<file path="src/rtl/core/rpn_pkg.sv">
// ----------------------------------------------------------------------------
// rpn_pkg
// Opcodes, status codes, sequencer states and ALU request type.
// ----------------------------------------------------------------------------
`default_nettype none

package rpn_pkg;

  typedef enum logic [3:0] {
    FN_PUSH   = 4'd0,
    FN_ADD    = 4'd1,
    FN_SUB    = 4'd2,
    FN_MUL    = 4'd3,
    FN_DIV    = 4'd4,
    FN_SQUARE = 4'd5,
    FN_NEGATE = 4'd6,
    FN_CLEAR  = 4'd7,
    FN_POP    = 4'd8
  } func_t;

  typedef enum logic [1:0] {
    ST_OK    = 2'd0,
    ST_UNDER = 2'd1,
    ST_OVER  = 2'd2,
    ST_DIVZ  = 2'd3
  } status_t;

  typedef enum logic [2:0] {
    S_IDLE,
    S_TOP,
    S_NXT,
    S_EXEC,
    S_ALU,
    S_WB
  } state_t;

  typedef struct packed {
    logic start;
    logic div;
  } alu_req_t;

endpackage

`default_nettype wire

</file>
<file path="src/rtl/core/rpn_if.sv">
// ----------------------------------------------------------------------------
// RPN calculator channels
// Command channel (opcode + operand) and response channel.
// ----------------------------------------------------------------------------
`default_nettype none

interface rpn_cmd_if #(
  parameter int DATA_WIDTH = 32
);
  logic                  valid;
  logic                  ready;
  logic [3:0]            func;
  logic [DATA_WIDTH-1:0] operand;

  modport source (output valid, output func, output operand, input ready);
  modport sink   (input valid, input func, input operand, output ready);
endinterface

interface rpn_rsp_if #(
  parameter int DATA_WIDTH  = 32,
  parameter int DEPTH_WIDTH = 7
);
  logic                   valid;
  logic                   ready;
  logic [DATA_WIDTH-1:0]  value;
  logic                   empty_res;
  logic [DEPTH_WIDTH-1:0] depth;
  logic [1:0]             status;

  modport source (output valid, output value, output empty_res, output depth,
                  output status, input ready);
  modport sink   (input valid, input value, input empty_res, input depth,
                  input status, output ready);
endinterface

`default_nettype wire

</file>
<file path="src/rtl/core/rpn_stack_calculator.sv">
// ----------------------------------------------------------------------------
// rpn_stack_calculator
// Reverse Polish calculator on a stack of signed integers held in memory.
// ----------------------------------------------------------------------------
// Each command item carries an opcode and, for push, an operand, and yields
// exactly one response item with the resulting top of stack (or the popped
// value), an empty flag, the depth and a status code. The stack lives in a
// single-port-read synchronous RAM; every command reads the top two entries
// in turn, then writes back at most one entry. Mul, square and div run on
// the shared ALU, which retires one bit per cycle. A response waiting on
// the output register does not block the next command from being accepted.
// The RAM needs no clearing after reset.
// ----------------------------------------------------------------------------
`default_nettype none

module rpn_stack_calculator #(
  parameter int STACK_DEPTH = 64,
  parameter int DATA_WIDTH  = 32
) (
  input logic     clk,
  input logic     rst,
  rpn_cmd_if.sink cmd,
  rpn_rsp_if.source rsp
);

  localparam int AW = $clog2(STACK_DEPTH);
  localparam int DW = $clog2(STACK_DEPTH + 1);

  rpn_pkg::state_t state, state_next;

  logic [DW-1:0]         sp;
  logic [3:0]            func_q;
  logic [DATA_WIDTH-1:0] opnd_q;
  logic [DATA_WIDTH-1:0] r_q;
  logic [DATA_WIDTH-1:0] l_q;

  logic                  wr_q;
  logic [AW-1:0]         waddr_q;
  logic [DW-1:0]         nsp_q;
  logic [DATA_WIDTH-1:0] res_q;
  rpn_pkg::status_t      status_q;

  logic                  out_valid;
  logic [DATA_WIDTH-1:0] out_value;
  logic [DW-1:0]         out_depth;
  rpn_pkg::status_t      out_status;

  logic [DW-1:0]         sp_m1;
  logic [DW-1:0]         sp_m2;
  logic                  wb_go;

  // memory and ALU hookup
  logic                  mem_we;
  logic [AW-1:0]         mem_raddr;
  logic [DATA_WIDTH-1:0] mem_rdata;
  rpn_pkg::alu_req_t     alu_req;
  logic [DATA_WIDTH-1:0] alu_a;
  logic [DATA_WIDTH-1:0] alu_b;
  logic                  alu_done;
  logic [DATA_WIDTH-1:0] alu_result;

  // execute decode
  logic                  ex_wr;
  logic [AW-1:0]         ex_addr;
  logic [DW-1:0]         ex_sp;
  logic [DATA_WIDTH-1:0] ex_res;
  rpn_pkg::status_t      ex_status;
  logic                  ex_alu;
  logic                  ex_div;

  assign sp_m1 = sp - DW'(1);
  assign sp_m2 = sp - DW'(2);
  assign wb_go = (state == rpn_pkg::S_WB) && (!out_valid || rsp.ready);

  rpn_mem #(
    .STACK_DEPTH (STACK_DEPTH),
    .DATA_WIDTH  (DATA_WIDTH)
  ) u_mem (
    .clk   (clk),
    .we    (mem_we),
    .waddr (waddr_q),
    .wdata (res_q),
    .raddr (mem_raddr),
    .rdata (mem_rdata)
  );

  rpn_alu #(
    .DATA_WIDTH (DATA_WIDTH)
  ) u_alu (
    .clk    (clk),
    .rst    (rst),
    .req    (alu_req),
    .a      (alu_a),
    .b      (alu_b),
    .done   (alu_done),
    .result (alu_result)
  );

  // what the command does to the stack, from the two operands read
  always_comb begin
    ex_wr     = 1'b0;
    ex_addr   = sp_m1[AW-1:0];
    ex_sp     = sp;
    ex_res    = r_q;
    ex_status = rpn_pkg::ST_OK;
    ex_alu    = 1'b0;
    ex_div    = 1'b0;
    alu_a     = l_q;
    alu_b     = r_q;
    case (func_q)
      rpn_pkg::FN_PUSH: begin
        if (sp == DW'(STACK_DEPTH)) begin
          ex_status = rpn_pkg::ST_OVER;
        end else begin
          ex_wr   = 1'b1;
          ex_addr = sp[AW-1:0];
          ex_sp   = sp + DW'(1);
          ex_res  = opnd_q;
        end
      end
      rpn_pkg::FN_ADD, rpn_pkg::FN_SUB, rpn_pkg::FN_MUL, rpn_pkg::FN_DIV: begin
        if (sp < DW'(2)) begin
          // lone element is dropped
          ex_status = rpn_pkg::ST_UNDER;
          ex_sp     = '0;
          ex_res    = '0;
        end else begin
          ex_wr   = 1'b1;
          ex_addr = sp_m2[AW-1:0];
          ex_sp   = sp_m1;
          case (func_q)
            rpn_pkg::FN_ADD: ex_res = l_q + r_q;
            rpn_pkg::FN_SUB: ex_res = l_q - r_q;
            rpn_pkg::FN_MUL: ex_alu = 1'b1;
            default: begin
              if (r_q == '0) begin
                ex_res    = '0;
                ex_status = rpn_pkg::ST_DIVZ;
              end else begin
                ex_alu = 1'b1;
                ex_div = 1'b1;
              end
            end
          endcase
        end
      end
      rpn_pkg::FN_SQUARE, rpn_pkg::FN_NEGATE: begin
        if (sp == '0) begin
          ex_status = rpn_pkg::ST_UNDER;
        end else begin
          ex_wr = 1'b1;
          alu_a = r_q;
          if (func_q == rpn_pkg::FN_SQUARE) begin
            ex_alu = 1'b1;
          end else begin
            ex_res = ~r_q + 1'b1;
          end
        end
      end
      rpn_pkg::FN_CLEAR: begin
        ex_sp  = '0;
        ex_res = '0;
      end
      rpn_pkg::FN_POP: begin
        if (sp == '0) begin
          ex_status = rpn_pkg::ST_UNDER;
        end else begin
          ex_sp = sp_m1;
        end
      end
      default: begin
      end
    endcase
  end

  always_comb begin
    state_next = state;
    case (state)
      rpn_pkg::S_IDLE: if (cmd.valid) state_next = rpn_pkg::S_TOP;
      rpn_pkg::S_TOP:  state_next = rpn_pkg::S_NXT;
      rpn_pkg::S_NXT:  state_next = rpn_pkg::S_EXEC;
      rpn_pkg::S_EXEC: state_next = ex_alu ? rpn_pkg::S_ALU : rpn_pkg::S_WB;
      rpn_pkg::S_ALU:  if (alu_done) state_next = rpn_pkg::S_WB;
      rpn_pkg::S_WB:   if (wb_go) state_next = rpn_pkg::S_IDLE;
      default:         state_next = rpn_pkg::S_IDLE;
    endcase
  end

  always_comb begin
    cmd.ready     = 1'b0;
    mem_raddr     = sp_m2[AW-1:0];
    mem_we        = 1'b0;
    alu_req.start = 1'b0;
    alu_req.div   = ex_div;
    case (state)
      rpn_pkg::S_IDLE: begin
        cmd.ready = 1'b1;
        mem_raddr = sp_m1[AW-1:0];
      end
      rpn_pkg::S_EXEC: alu_req.start = ex_alu;
      rpn_pkg::S_WB:   mem_we = wb_go && wr_q;
      default: begin
      end
    endcase
  end

  always_ff @(posedge clk) begin
    if (rst) begin
      state     <= rpn_pkg::S_IDLE;
      sp        <= '0;
      out_valid <= 1'b0;
    end else begin
      state <= state_next;
      if (wb_go) begin
        sp        <= nsp_q;
        out_valid <= 1'b1;
      end else if (rsp.ready) begin
        out_valid <= 1'b0;
      end
    end
  end

  always_ff @(posedge clk) begin
    case (state)
      rpn_pkg::S_IDLE: begin
        func_q <= cmd.func;
        opnd_q <= cmd.operand;
      end
      rpn_pkg::S_TOP: r_q <= (sp == '0) ? '0 : mem_rdata;
      rpn_pkg::S_NXT: l_q <= mem_rdata;
      rpn_pkg::S_EXEC: begin
        wr_q     <= ex_wr;
        waddr_q  <= ex_addr;
        nsp_q    <= ex_sp;
        res_q    <= ex_res;
        status_q <= ex_status;
      end
      rpn_pkg::S_ALU: if (alu_done) res_q <= alu_result;
      default: begin
      end
    endcase
    if (wb_go) begin
      out_value  <= res_q;
      out_depth  <= nsp_q;
      out_status <= status_q;
    end
  end

  assign rsp.valid     = out_valid;
  assign rsp.value     = out_value;
  assign rsp.depth     = out_depth;
  assign rsp.empty_res = (out_depth == '0);
  assign rsp.status    = out_status;

endmodule

`default_nettype wire

</file>
<file path="src/rtl/core/rpn_mem.sv">
// ----------------------------------------------------------------------------
// rpn_mem
// Stack storage: one write port, one read port, registered read data.
// ----------------------------------------------------------------------------
`default_nettype none

module rpn_mem #(
  parameter int STACK_DEPTH = 64,
  parameter int DATA_WIDTH  = 32
) (
  input  logic                           clk,
  input  logic                           we,
  input  logic [$clog2(STACK_DEPTH)-1:0] waddr,
  input  logic [DATA_WIDTH-1:0]          wdata,
  input  logic [$clog2(STACK_DEPTH)-1:0] raddr,
  output logic [DATA_WIDTH-1:0]          rdata
);

  logic [DATA_WIDTH-1:0] mem [STACK_DEPTH];

  always_ff @(posedge clk) begin
    if (we) begin
      mem[waddr] <= wdata;
    end
  end

  always_ff @(posedge clk) begin
    rdata <= mem[raddr];
  end

endmodule

`default_nettype wire

</file>
<file path="src/rtl/core/rpn_alu.sv">
// ----------------------------------------------------------------------------
// rpn_alu
// Iterative multiply (shift-add, low half kept) and signed divide
// (restoring, truncating toward zero). One bit per cycle.
// ----------------------------------------------------------------------------
`default_nettype none

module rpn_alu #(
  parameter int DATA_WIDTH = 32
) (
  input  logic                  clk,
  input  logic                  rst,
  input  rpn_pkg::alu_req_t     req,
  input  logic [DATA_WIDTH-1:0] a,
  input  logic [DATA_WIDTH-1:0] b,
  output logic                  done,
  output logic [DATA_WIDTH-1:0] result
);

  localparam int CW = $clog2(DATA_WIDTH + 1);

  logic                  busy;
  logic                  fin;
  logic [CW-1:0]         cnt;
  logic                  is_div;
  logic                  neg;
  logic [DATA_WIDTH-1:0] acc;   // product, or remainder when dividing
  logic [DATA_WIDTH-1:0] mc;    // multiplicand, or divisor magnitude
  logic [DATA_WIDTH-1:0] mp;    // multiplier, or dividend/quotient

  logic [DATA_WIDTH-1:0] a_mag;
  logic [DATA_WIDTH-1:0] b_mag;
  logic [DATA_WIDTH:0]   shifted;
  logic [DATA_WIDTH:0]   diff;

  assign a_mag   = a[DATA_WIDTH-1] ? (~a + 1'b1) : a;
  assign b_mag   = b[DATA_WIDTH-1] ? (~b + 1'b1) : b;
  assign shifted = {acc, mp[DATA_WIDTH-1]};
  assign diff    = shifted - {1'b0, mc};

  always_ff @(posedge clk) begin
    if (rst) begin
      busy <= 1'b0;
      fin  <= 1'b0;
      cnt  <= '0;
    end else begin
      fin <= 1'b0;
      if (req.start) begin
        busy <= 1'b1;
        cnt  <= CW'(DATA_WIDTH);
      end else if (busy) begin
        cnt <= cnt - 1'b1;
        if (cnt == CW'(1)) begin
          busy <= 1'b0;
          fin  <= 1'b1;
        end
      end
    end
  end

  always_ff @(posedge clk) begin
    if (req.start) begin
      is_div <= req.div;
      neg    <= a[DATA_WIDTH-1] ^ b[DATA_WIDTH-1];
      acc    <= '0;
      if (req.div) begin
        mp <= a_mag;
        mc <= b_mag;
      end else begin
        mc <= a;
        mp <= b;
      end
    end else if (busy) begin
      if (is_div) begin
        mp  <= {mp[DATA_WIDTH-2:0], ~diff[DATA_WIDTH]};
        acc <= diff[DATA_WIDTH] ? shifted[DATA_WIDTH-1:0] : diff[DATA_WIDTH-1:0];
      end else begin
        if (mp[0]) begin
          acc <= acc + mc;
        end
        mc <= {mc[DATA_WIDTH-2:0], 1'b0};
        mp <= {1'b0, mp[DATA_WIDTH-1:1]};
      end
    end
  end

  assign done   = fin;
  assign result = is_div ? (neg ? (~mp + 1'b1) : mp) : acc;

endmodule

`default_nettype wire

</file>
<file path="src/flat_wrapper.sv">
// flat-port wrapper written by rule: the top's interface ports become plain ports
module rpn_stack_calculator_flat 
#(
  parameter int STACK_DEPTH = 64,
  parameter int DATA_WIDTH  = 32
)
  (clk, rst, cmd_valid, cmd_func, cmd_operand, cmd_ready, rsp_valid, rsp_value, rsp_empty_res, rsp_depth, rsp_status, rsp_ready);
  rpn_cmd_if #(.DATA_WIDTH(DATA_WIDTH)) cmd_i ();
  rpn_rsp_if #(.DATA_WIDTH(DATA_WIDTH)) rsp_i ();
  input logic clk;
  input logic rst;
  input wire logic [$bits(cmd_i.valid)-1:0] cmd_valid;
  input wire logic [$bits(cmd_i.func)-1:0] cmd_func;
  input wire logic [$bits(cmd_i.operand)-1:0] cmd_operand;
  output wire logic [$bits(cmd_i.ready)-1:0] cmd_ready;
  output wire logic [$bits(rsp_i.valid)-1:0] rsp_valid;
  output wire logic [$bits(rsp_i.value)-1:0] rsp_value;
  output wire logic [$bits(rsp_i.empty_res)-1:0] rsp_empty_res;
  output wire logic [$bits(rsp_i.depth)-1:0] rsp_depth;
  output wire logic [$bits(rsp_i.status)-1:0] rsp_status;
  input wire logic [$bits(rsp_i.ready)-1:0] rsp_ready;
  assign cmd_i.valid = cmd_valid;
  assign cmd_i.func = cmd_func;
  assign cmd_i.operand = cmd_operand;
  assign cmd_ready = cmd_i.ready;
  assign rsp_valid = rsp_i.valid;
  assign rsp_value = rsp_i.value;
  assign rsp_empty_res = rsp_i.empty_res;
  assign rsp_depth = rsp_i.depth;
  assign rsp_status = rsp_i.status;
  assign rsp_i.ready = rsp_ready;
  rpn_stack_calculator #(.STACK_DEPTH(STACK_DEPTH), .DATA_WIDTH(DATA_WIDTH)) u_core (.clk(clk), .rst(rst), .cmd(cmd_i), .rsp(rsp_i));
endmodule
</file>
<file path="config.mk">
export PLATFORM = sky130hd
export DESIGN_NAME = rpn_stack_calculator_flat
export DESIGN_NICKNAME = d
export VERILOG_FILES = /design/src/rtl/core/rpn_pkg.sv /design/src/rtl/core/rpn_if.sv /design/src/rtl/core/rpn_stack_calculator.sv /design/src/rtl/core/rpn_mem.sv /design/src/rtl/core/rpn_alu.sv /design/src/flat_wrapper.sv
export SDC_FILE = /design/constraint.sdc
export NUM_CORES = 2
export LEC_CHECK = 0
export ABC_AREA = 1
export BUFFER_PORTS_ARGS = -buffer_cell sky130_fd_sc_hd__buf_2
export CAP_MARGIN = 30
export CORE_ASPECT_RATIO = 1.25
export CORE_UTILIZATION = 37
export DETAILED_ROUTE_END_ITERATION = 8
export GPL_TIMING_DRIVEN = 0
export PLACE_DENSITY = 0.59
export SYNTH_ARGS = -nofsm -noshare
export SYNTH_HDL_FRONTEND = slang
export SYNTH_SLANG_ARGS = --single-unit
</file>
<file path="constraint.sdc">
create_clock -name clk -period 9.6 [get_ports clk]
set_input_delay 1.44 -clock clk [delete_from_list [all_inputs] [get_ports clk]]
set_output_delay 1.44 -clock clk [all_outputs]
set_load 0.01 [all_outputs]
</file>
* Word-level counts from Yosys, hierarchy flattened
Memories as Yosys holds them, arrays and structs flattened. A register that Yosys moved wholly into a read port is not among the register bits.
Index checks and enable logic that the tools add are counted.
** Storage, ports and cells
- Register bits after elaboration :: 306
- RAM bits :: 2048
- Output and inout port bits :: 44
- Memories kept :: 1
** Cells by class
- Add/subtract/negate cells :: 11
- $lt $le $gt $ge :: 1
- Equal/unequal tests :: 19
- Multiplexer cells :: 71
- Bitwise gates (word level) :: 6
- Reductions and logical operators :: 24
** Memory list
- u_core.u_mem.mem :: depth 64, width 32, read ports 1, clocked after Yosys merged registers in 1, write ports 1, RTL line rpn_mem.sv:19 : logic [DATA_WIDTH-1:0] mem [STACK_DEPTH];
** Operator list (count)
- 32-bit two-way mux :: 23
- 32-bit one-hot mux with 4 select lines :: 1
- 32-bit by 1-bit adder with 32-bit output (second input constant) :: 3
- 32-bit inverter :: 3
- 32-bit one-hot mux with 3 select lines :: 1
- 32-bit adder :: 2
- 32-bit one-hot mux with 2 select lines :: 1
- 33-bit by 32-bit subtractor with 33-bit output :: 1
- 32-bit zero test :: 1
- 32-bit subtractor :: 1
- 6-bit two-way mux :: 5
- 7-bit one-hot mux with 4 select lines :: 1
- 1-bit two-way mux :: 23
- 7-bit two-way mux :: 3
- 3-bit one-hot mux with 6 select lines :: 1
- 4-bit by 3-bit == test with 1-bit output (second input constant) :: 4
- 7-bit zero test :: 2
- 6-bit one-hot mux with 2 select lines :: 1
- 3-bit two-way mux :: 3
- 3-bit OR reduction :: 3
- 4-bit by 2-bit == test with 1-bit output (second input constant) :: 2
- 2-bit two-way mux :: 4
- 2-bit nonzero test :: 4
- 7-bit by 1-bit adder with 7-bit output (second input constant) :: 1
- other kinds (27) :: 38

* Logic depth before layout (Yosys ltp)
- Depth in word-level cells :: 8
- Mapped depth :: 28
- Depth with buffers taken out :: 27

* Hierarchy
From an unflattened synthesis, not the netlist that was laid out.
** Unflattened totals
- Cells, all modules :: 10694
- Area, all modules :: 108725.5 um^2
** Modules (own cells, without submodules)
- rpn_mem :: times used 1, cells each 6769, area each 82743.1 um^2, sequential area each 62139.6 um^2
- rpn_alu :: times used 1, cells each 2416, area each 13606.8 um^2, sequential area each 2782.7 um^2
- rpn_stack_calculator :: times used 1, cells each 1509, area each 12375.6 um^2, sequential area each 5895.7 um^2

* Worst setup path before layout
No wires, ideal clock.
- Path type :: input port to flip-flop
- Start :: input rsp_ready
- End :: memory u_core.u_mem.mem[12][0] (enable)
- Arrival time :: 5364 ps
- Required time :: 9179 ps
- Path slack :: 3815 ps
- Stages :: 6
- Path buffers :: 0
- Path through :: nor2_1 > nor2_1 > nand2_1 > nor2_1 > nand3_1 > nor2_1
** Between the ends
- Longest elaborated chain between the ends :: 6
** Ends and longest elaborated chain
- start, declared :: RTL line flat_wrapper.sv:21 : input wire logic [$bits(rsp_i.ready)-1:0] rsp_ready;
- 1-bit logical OR :: RTL line rpn_stack_calculator.sv:73 : assign wb_go = (state == rpn_pkg::S_WB) && (!out_valid || rsp.ready);
- 1-bit logical AND :: RTL line rpn_stack_calculator.sv:73
- named net u_core.wb_go :: RTL line rpn_stack_calculator.sv:50 : logic wb_go;
- 1-bit logical AND :: RTL line rpn_stack_calculator.sv:201 : rpn_pkg::S_WB: mem_we = wb_go && wr_q;
- 1-bit two-way mux :: RTL line rpn_stack_calculator.sv:195 : case (state)
- 1-bit two-way mux :: RTL line rpn_mem.sv:22 : if (we) begin
- 1-bit two-way mux (not written as such) :: RTL line rpn_mem.sv:23 : mem[waddr] <= wdata;
- end, declared :: RTL line rpn_mem.sv:19
The timed path passes the listed nets, and every way through them passes these cells.

* Worst setup path after layout
- Start :: register u_core.func_q[3]
- End :: register u_core.res_q[13], data pin
** Between the ends
- Longest elaborated chain between the ends :: 5
** Ends and longest elaborated chain
- start, declared :: RTL line rpn_stack_calculator.sv:32 : logic [3:0] func_q;
- start signal, assigned :: RTL line rpn_stack_calculator.sv:226 : func_q <= cmd.func;
- 4-bit by 2-bit == test with 1-bit output (tied with other cells) :: RTL line rpn_stack_calculator.sv:110, rpn_stack_calculator.sv:131
- 32-bit one-hot mux with 3 select lines or 32-bit two-way mux (tied branches) :: RTL line rpn_stack_calculator.sv:131, rpn_stack_calculator.sv:153
- 32-bit two-way mux (on tied branches) :: RTL line rpn_stack_calculator.sv:122, rpn_stack_calculator.sv:148
- 32-bit one-hot mux with 4 select lines (*) :: RTL line rpn_stack_calculator.sv:110 : case (func_q)
- 32-bit one-hot mux with 2 select lines (*) :: RTL line rpn_stack_calculator.sv:224 : case (state)
- end signal, assigned :: RTL line rpn_stack_calculator.sv:235 : res_q <= ex_res;
- end signal, assigned :: RTL line rpn_stack_calculator.sv:238 : rpn_pkg::S_ALU: if (alu_done) res_q <= alu_result;
- end, declared :: RTL line rpn_stack_calculator.sv:40 : logic [DATA_WIDTH-1:0] res_q;
Mark *: on every way between the ends. The rest lies on a longest branch, timed or not.
A chain may end at the register's enable or synchronous reset.

==> flow_summary.html <==
<table>
<tr><th>Metric</th><th>Value</th></tr>
<tr><th colspan="2">Timing</th></tr>
<tr><td>Hold_ws</td><td>421 ps</td></tr>
<tr><td>Final period util</td><td>0.616</td></tr>
<tr><td>Number of hold violations in the final report</td><td>0</td></tr>
<tr><td>Worst-Margin Slew</td><td>1190 ps</td></tr>
<tr><td>Total setup violations reported at the end of the flow</td><td>0</td></tr>
<tr><td>Slack of the critical path</td><td>between 3000 and 4000 ps</td></tr>
<tr><td>Highest achievable clock rate</td><td>169 MHz</td></tr>
<tr><td>Fin crit period</td><td>5910 ps</td></tr>
<tr><td>Slew Limit Headroom</td><td>0.203</td></tr>
<tr><td>Final Slew Violations</td><td>0</td></tr>
<tr><td>Maximum clock skew at final layout</td><td>48.3 ps</td></tr>
<tr><td>Setup repair after global routing missed its margin</td><td>false</td></tr>
<tr><th colspan="2">Layout</th></tr>
<tr><td>Final nets</td><td>9881</td></tr>
<tr><td>Commonest cells after routing, fill and taps aside</td><td>2303 x edfxtp_1, 1311 x o21ai_0, 1297 x nor2_1</td></tr>
<tr><td>Most common cell after layout, fill and taps aside</td><td>edfxtp_1</td></tr>
<tr><td>Util after Layout</td><td>0.445</td></tr>
<tr><td>Final standard cell area without fillers</td><td>approximately 120000 um2</td></tr>
<tr><td>Layout cells sized above 1</td><td>0.0982</td></tr>
<tr><td>Area added between synthesis and finish</td><td>19.3%</td></tr>
<tr><th colspan="2">CTS</th></tr>
<tr><td>TritonCTS clock tree</td><td>yes</td></tr>
<tr><td>Post-cts sizing count</td><td>0</td></tr>
<tr><td>Maximum clock path buffer count</td><td>4</td></tr>
<tr><td>Root cell of the clock tree</td><td>clkbuf_16</td></tr>
<tr><td>Sink Count</td><td>2386</td></tr>
<tr><td>Clk pin slew, worst setup/hold paths</td><td>about 70 ps</td></tr>
<tr><td>Total setup buffers inserted after CTS</td><td>0</td></tr>
<tr><td>CTS H-tree lvls</td><td>4</td></tr>
<tr><td>CTS hold repair buffers</td><td>0</td></tr>
<tr><td>Num CTS Buffers</td><td>246</td></tr>
<tr><td>Clock latency on the worst-skew pair</td><td>~960 ps</td></tr>
<tr><th colspan="2">Routing</th></tr>
<tr><td>WL per Instance</td><td>36.8 um</td></tr>
<tr><td>Detail Route Antenna Nets</td><td>0</td></tr>
<tr><td>Detailed-route DRC error count</td><td>0</td></tr>
<tr><td>Length of the first detailed-routing pass in iterations</td><td>9</td></tr>
<tr><td>Count of vias placed by the detailed router</td><td>around 86000</td></tr>
<tr><td>Iteration-0 DRC count of the detailed router</td><td>14300</td></tr>
<tr><td>Total routed wirelength</td><td>503000 um</td></tr>
<tr><td>Average via count per standard cell</td><td>6.29</td></tr>
<tr><th colspan="2">Floorplan</th></tr>
<tr><td>Initial cell density of the core</td><td>0.373</td></tr>
<tr><td>Die span in y</td><td>596 um</td></tr>
<tr><td>Number of rows created at floorplan</td><td>217</td></tr>
<tr><td>Overall die area</td><td>approximately 280000 um2</td></tr>
<tr><td>Chip Width</td><td>477 um</td></tr>
<tr><td>Boundary Pins</td><td>84</td></tr>
<tr><td>Area of the placeable core</td><td>280000 um2</td></tr>
<tr><th colspan="2">Global routing</th></tr>
<tr><td>Vias in the first global route</td><td>80700</td></tr>
<tr><td>Global-route wire length before repair</td><td>671000 um</td></tr>
<tr><td>Overall routing resource usage</td><td>0.343</td></tr>
<tr><td>Number of antenna violations at the first check in global routing</td><td>40</td></tr>
<tr><td>Maximum number of pins on one net before global-route repair</td><td>43</td></tr>
<tr><td>GRT overflow</td><td>0</td></tr>
<tr><th colspan="2">Synth</th></tr>
<tr><td>Total standard cell area after synthesis</td><td>104000 um2</td></tr>
<tr><td>Yosys warns</td><td>0</td></tr>
<tr><td>Sequential fraction of the synthesis area</td><td>0.678</td></tr>
<tr><td>Post-synth EDFFs</td><td>2303</td></tr>
<tr><td>Average instance area after synthesis</td><td>11.5 um2</td></tr>
<tr><td>Fraction of synthesis flops using an asynchronous set or reset pin</td><td>0</td></tr>
<tr><td>Post-synthesis register bit count</td><td>2386</td></tr>
<tr><td>Most used DFF post-synth</td><td>edfxtp_1</td></tr>
<tr><td>Post-synthesis net count</td><td>9264</td></tr>
<tr><td>Gate Count Post-Synth</td><td>9114</td></tr>
<tr><td>Number of unique standard cell types used by synthesis</td><td>63</td></tr>
<tr><th colspan="2">Power and ir drop</th></tr>
<tr><td>Pwr Density</td><td>396 nW/um2</td></tr>
<tr><td>Leakage power</td><td>approximately 42 nW</td></tr>
<tr><td>Worst IR drop on VDD</td><td>309 uV</td></tr>
<tr><th colspan="2">Worst setup path</th></tr>
<tr><td>CP startpoint kind</td><td>register</td></tr>
<tr><td>Worst reg2reg startpoint</td><td>u_core.func_q[3]</td></tr>
<tr><td>R2R setup slack</td><td>3690 ps</td></tr>
<tr><td>Slowest-stage cell, CP</td><td>o21ai_0</td></tr>
<tr><td>Type of the worst setup path</td><td>register to register</td></tr>
<tr><td>Dominant cell type by count on the critical path</td><td>nand2_1</td></tr>
<tr><td>Crit path cell chain</td><td>inv_2 -&gt; nand2_2 -&gt; inv_1 -&gt; nand2_1 -&gt; clkbuf_1 -&gt; o21ai_0 -&gt; ha_1 -&gt; a21oi_1 -&gt; o21ai_0 -&gt; nand2_1 -&gt; nand2_1 -&gt; nand2_1 -&gt; nand2_1 -&gt; nand2_1 -&gt; nand2_1 -&gt; o21ai_0 -&gt; nand2_1 -&gt; a21oi_1 -&gt; o21ai_0</td></tr>
<tr><td>R2r worst-path depth</td><td>19</td></tr>
<tr><td>Data arrival at the endpoint of the critical path</td><td>approximately 6500 ps</td></tr>
<tr><td>CP peak stage delay</td><td>720 ps</td></tr>
<tr><td>Highest fanout seen on the critical path</td><td>10</td></tr>
<tr><td>Required @ worst endpoint</td><td>10170 ps</td></tr>
<tr><td>Capture point of the worst reg-to-reg path</td><td>u_core.res_q[13]</td></tr>
<tr><td>Critical path endpoint category</td><td>register</td></tr>
<tr><th colspan="2">Min path</th></tr>
<tr><td>Worst hold-check path type</td><td>register to register</td></tr>
<tr><td>Hold path startpoint</td><td>u_core.status_q[0]</td></tr>
<tr><td>Worst Hold End</td><td>u_core.rsp.status[0]</td></tr>
<tr><td>Hold Crit Depth</td><td>0</td></tr>
<tr><th colspan="2">Placement</th></tr>
<tr><td>Number of input and output port buffers inserted</td><td>83</td></tr>
<tr><td>Minimum setup slack after placement</td><td>between 3000 and 4000 ps</td></tr>
<tr><td>Post-place instance area</td><td>116000 um2</td></tr>
<tr><td>Half-perimeter wire length after detailed placement</td><td>between 300000 and 400000 um</td></tr>
<tr><td>Final weighted congestion of routability-driven global placement</td><td>1.03</td></tr>
<tr><th colspan="2">Job</th></tr>
<tr><td>Reported max-cap violation count</td><td>0</td></tr>
<tr><th colspan="2">Run status</th></tr>
<tr><td>Run status</td><td>finished clean</td></tr>
</table>
## Yosys cell counts (8+ instances only)
library cell,count,area [um2]
edfxtp_1,2303,69200
nor2_1,1365,5120
o21ai_0,1313,6570
nand2_1,925,3470
nand3_1,545,2730
clkbuf_1,445,1670
inv_1,412,1550
o221ai_1,308,2700
o211ai_1,277,2080
a21oi_1,273,1370
o22ai_1,172,1080
ha_1,107,1340
dfxtp_1,83,1660
buf_2,63,315
o21bai_1,55,413
nor3_1,45,225
buf_1,42,158
xor2_1,37,324
nand4_1,33,206
o21ai_1,28,140
a31oi_1,26,163
inv_2,25,93.8
xnor2_1,21,184
nand2_2,15,93.8
a211oi_1,14,105
a21o_1,13,97.6
a22oi_1,13,97.6
nor2_2,13,81.3
o21a_1,12,90.1
a221oi_1,10,87.6
nand3b_1,10,75.1
or2_2,10,62.6
buf_4,9,67.6
o311ai_0,9,78.8
nor4_1,8,50.1
## stage by stage
step | total power [mW] | TNS [ps] | instances
after floorplan | 24.7 | 0 | 9114
after global placement | 36.8 | -1268320 | 12900
after detailed placement | 37.7 | 0 | 13200
after CTS | 47.4 | 0 | 13600
after global routing | 49.8 | 0 | 13700
final | 49.4 | 0 | 13700
## cell type report
type / count / area, um2
Inverter: 444 / 1670
Timing Repair Buffer: 369 / 6830
Tap cell: 3723 / 4660
Buffer: 567 / 2300
Clock inverter: 154 / 1610
Antenna cell: 25 / 62.6
Clock buffer: 297 / 6460
Multi-Input combinational cell: 5717 / 30200
Sequential cell: 2386 / 70800
Fill cell: 25700 / 156000
## per-layer routing
metal	global-route usage	part of all wire	vias to the layer above
met5	0.00524	0.00056	-
met4	0.291	0.10	10
met3	0.0912	0.12	1916
met2	0.540	0.45	6970
met1	0.389	0.33	42200
li1	-	-	34900
## worst max-delay path, delay by kind of cell (launching register included)
family / cells / cell delay (ps)
buffers and inverters: 3 / 1020
AO/OA/AOI/OAI: 6 / 2040
AND/OR/NAND/NOR: 9 / 1480
adder cells (fa/ha/maj): 1 / 380
flip-flops: 1 / 600
## flip-flops by register name, summed over array words and instances, names as in the netlist, 2 cells and up
| name | count |
|---|---|
| u_core.waddr_q | 6 |
| u_core.sp | 7 |
| u_core.res_q | 32 |
| u_core.l_q | 32 |
| u_core.u_mem.mem | 2048 |
| u_core.u_alu.mp | 32 |
| u_core.rsp.value | 32 |
| u_core.alu_b | 32 |
| u_core.state | 3 |
| u_core.rsp.depth | 7 |
| u_core.u_mem.rdata | 32 |
| u_core.u_alu.cnt | 6 |
| u_core.status_q | 2 |
| u_core.u_alu.mc | 32 |
| u_core.func_q | 4 |
| u_core.u_alu.acc | 32 |
| u_core.rsp.status | 2 |
| u_core.nsp_q | 7 |
| u_core.opnd_q | 32 |
## power breakdown
| group | switching (mW) | internal (mW) |
|---|---|---|
| Sequential | 0.645 | 12.2 |
| Clock | 4.26 | 5.56 |
| Combinational | 20.6 | 6.10 |
## cells by family after synthesis
| logic type | count (synthesis) | share of synthesized area |
|---|---|---|
| flops | 2386 | 0.678 |
| compound gates | 2557 | 0.147 |
| xor+xnor | 58 | 0.00487 |
| simple gates | 2992 | 0.118 |
| buf+inv | 1011 | 0.0379 |
| fa+ha+maj | 110 | 0.0134 |
## worst max path at each step
stage	start	to
after floorplan	rsp_ready	u_core.u_mem.mem[12][0]
after global placement	rsp_ready	u_core.u_mem.mem[10][11]
after global routing	u_core.func_q[3]	u_core.res_q[13]
after detailed placement	u_core.func_q[3]	u_core.res_q[13]
after CTS	u_core.func_q[3]	u_core.res_q[13]
final	u_core.func_q[3]	u_core.res_q[13]
Power figures use the tool's default switching activity.
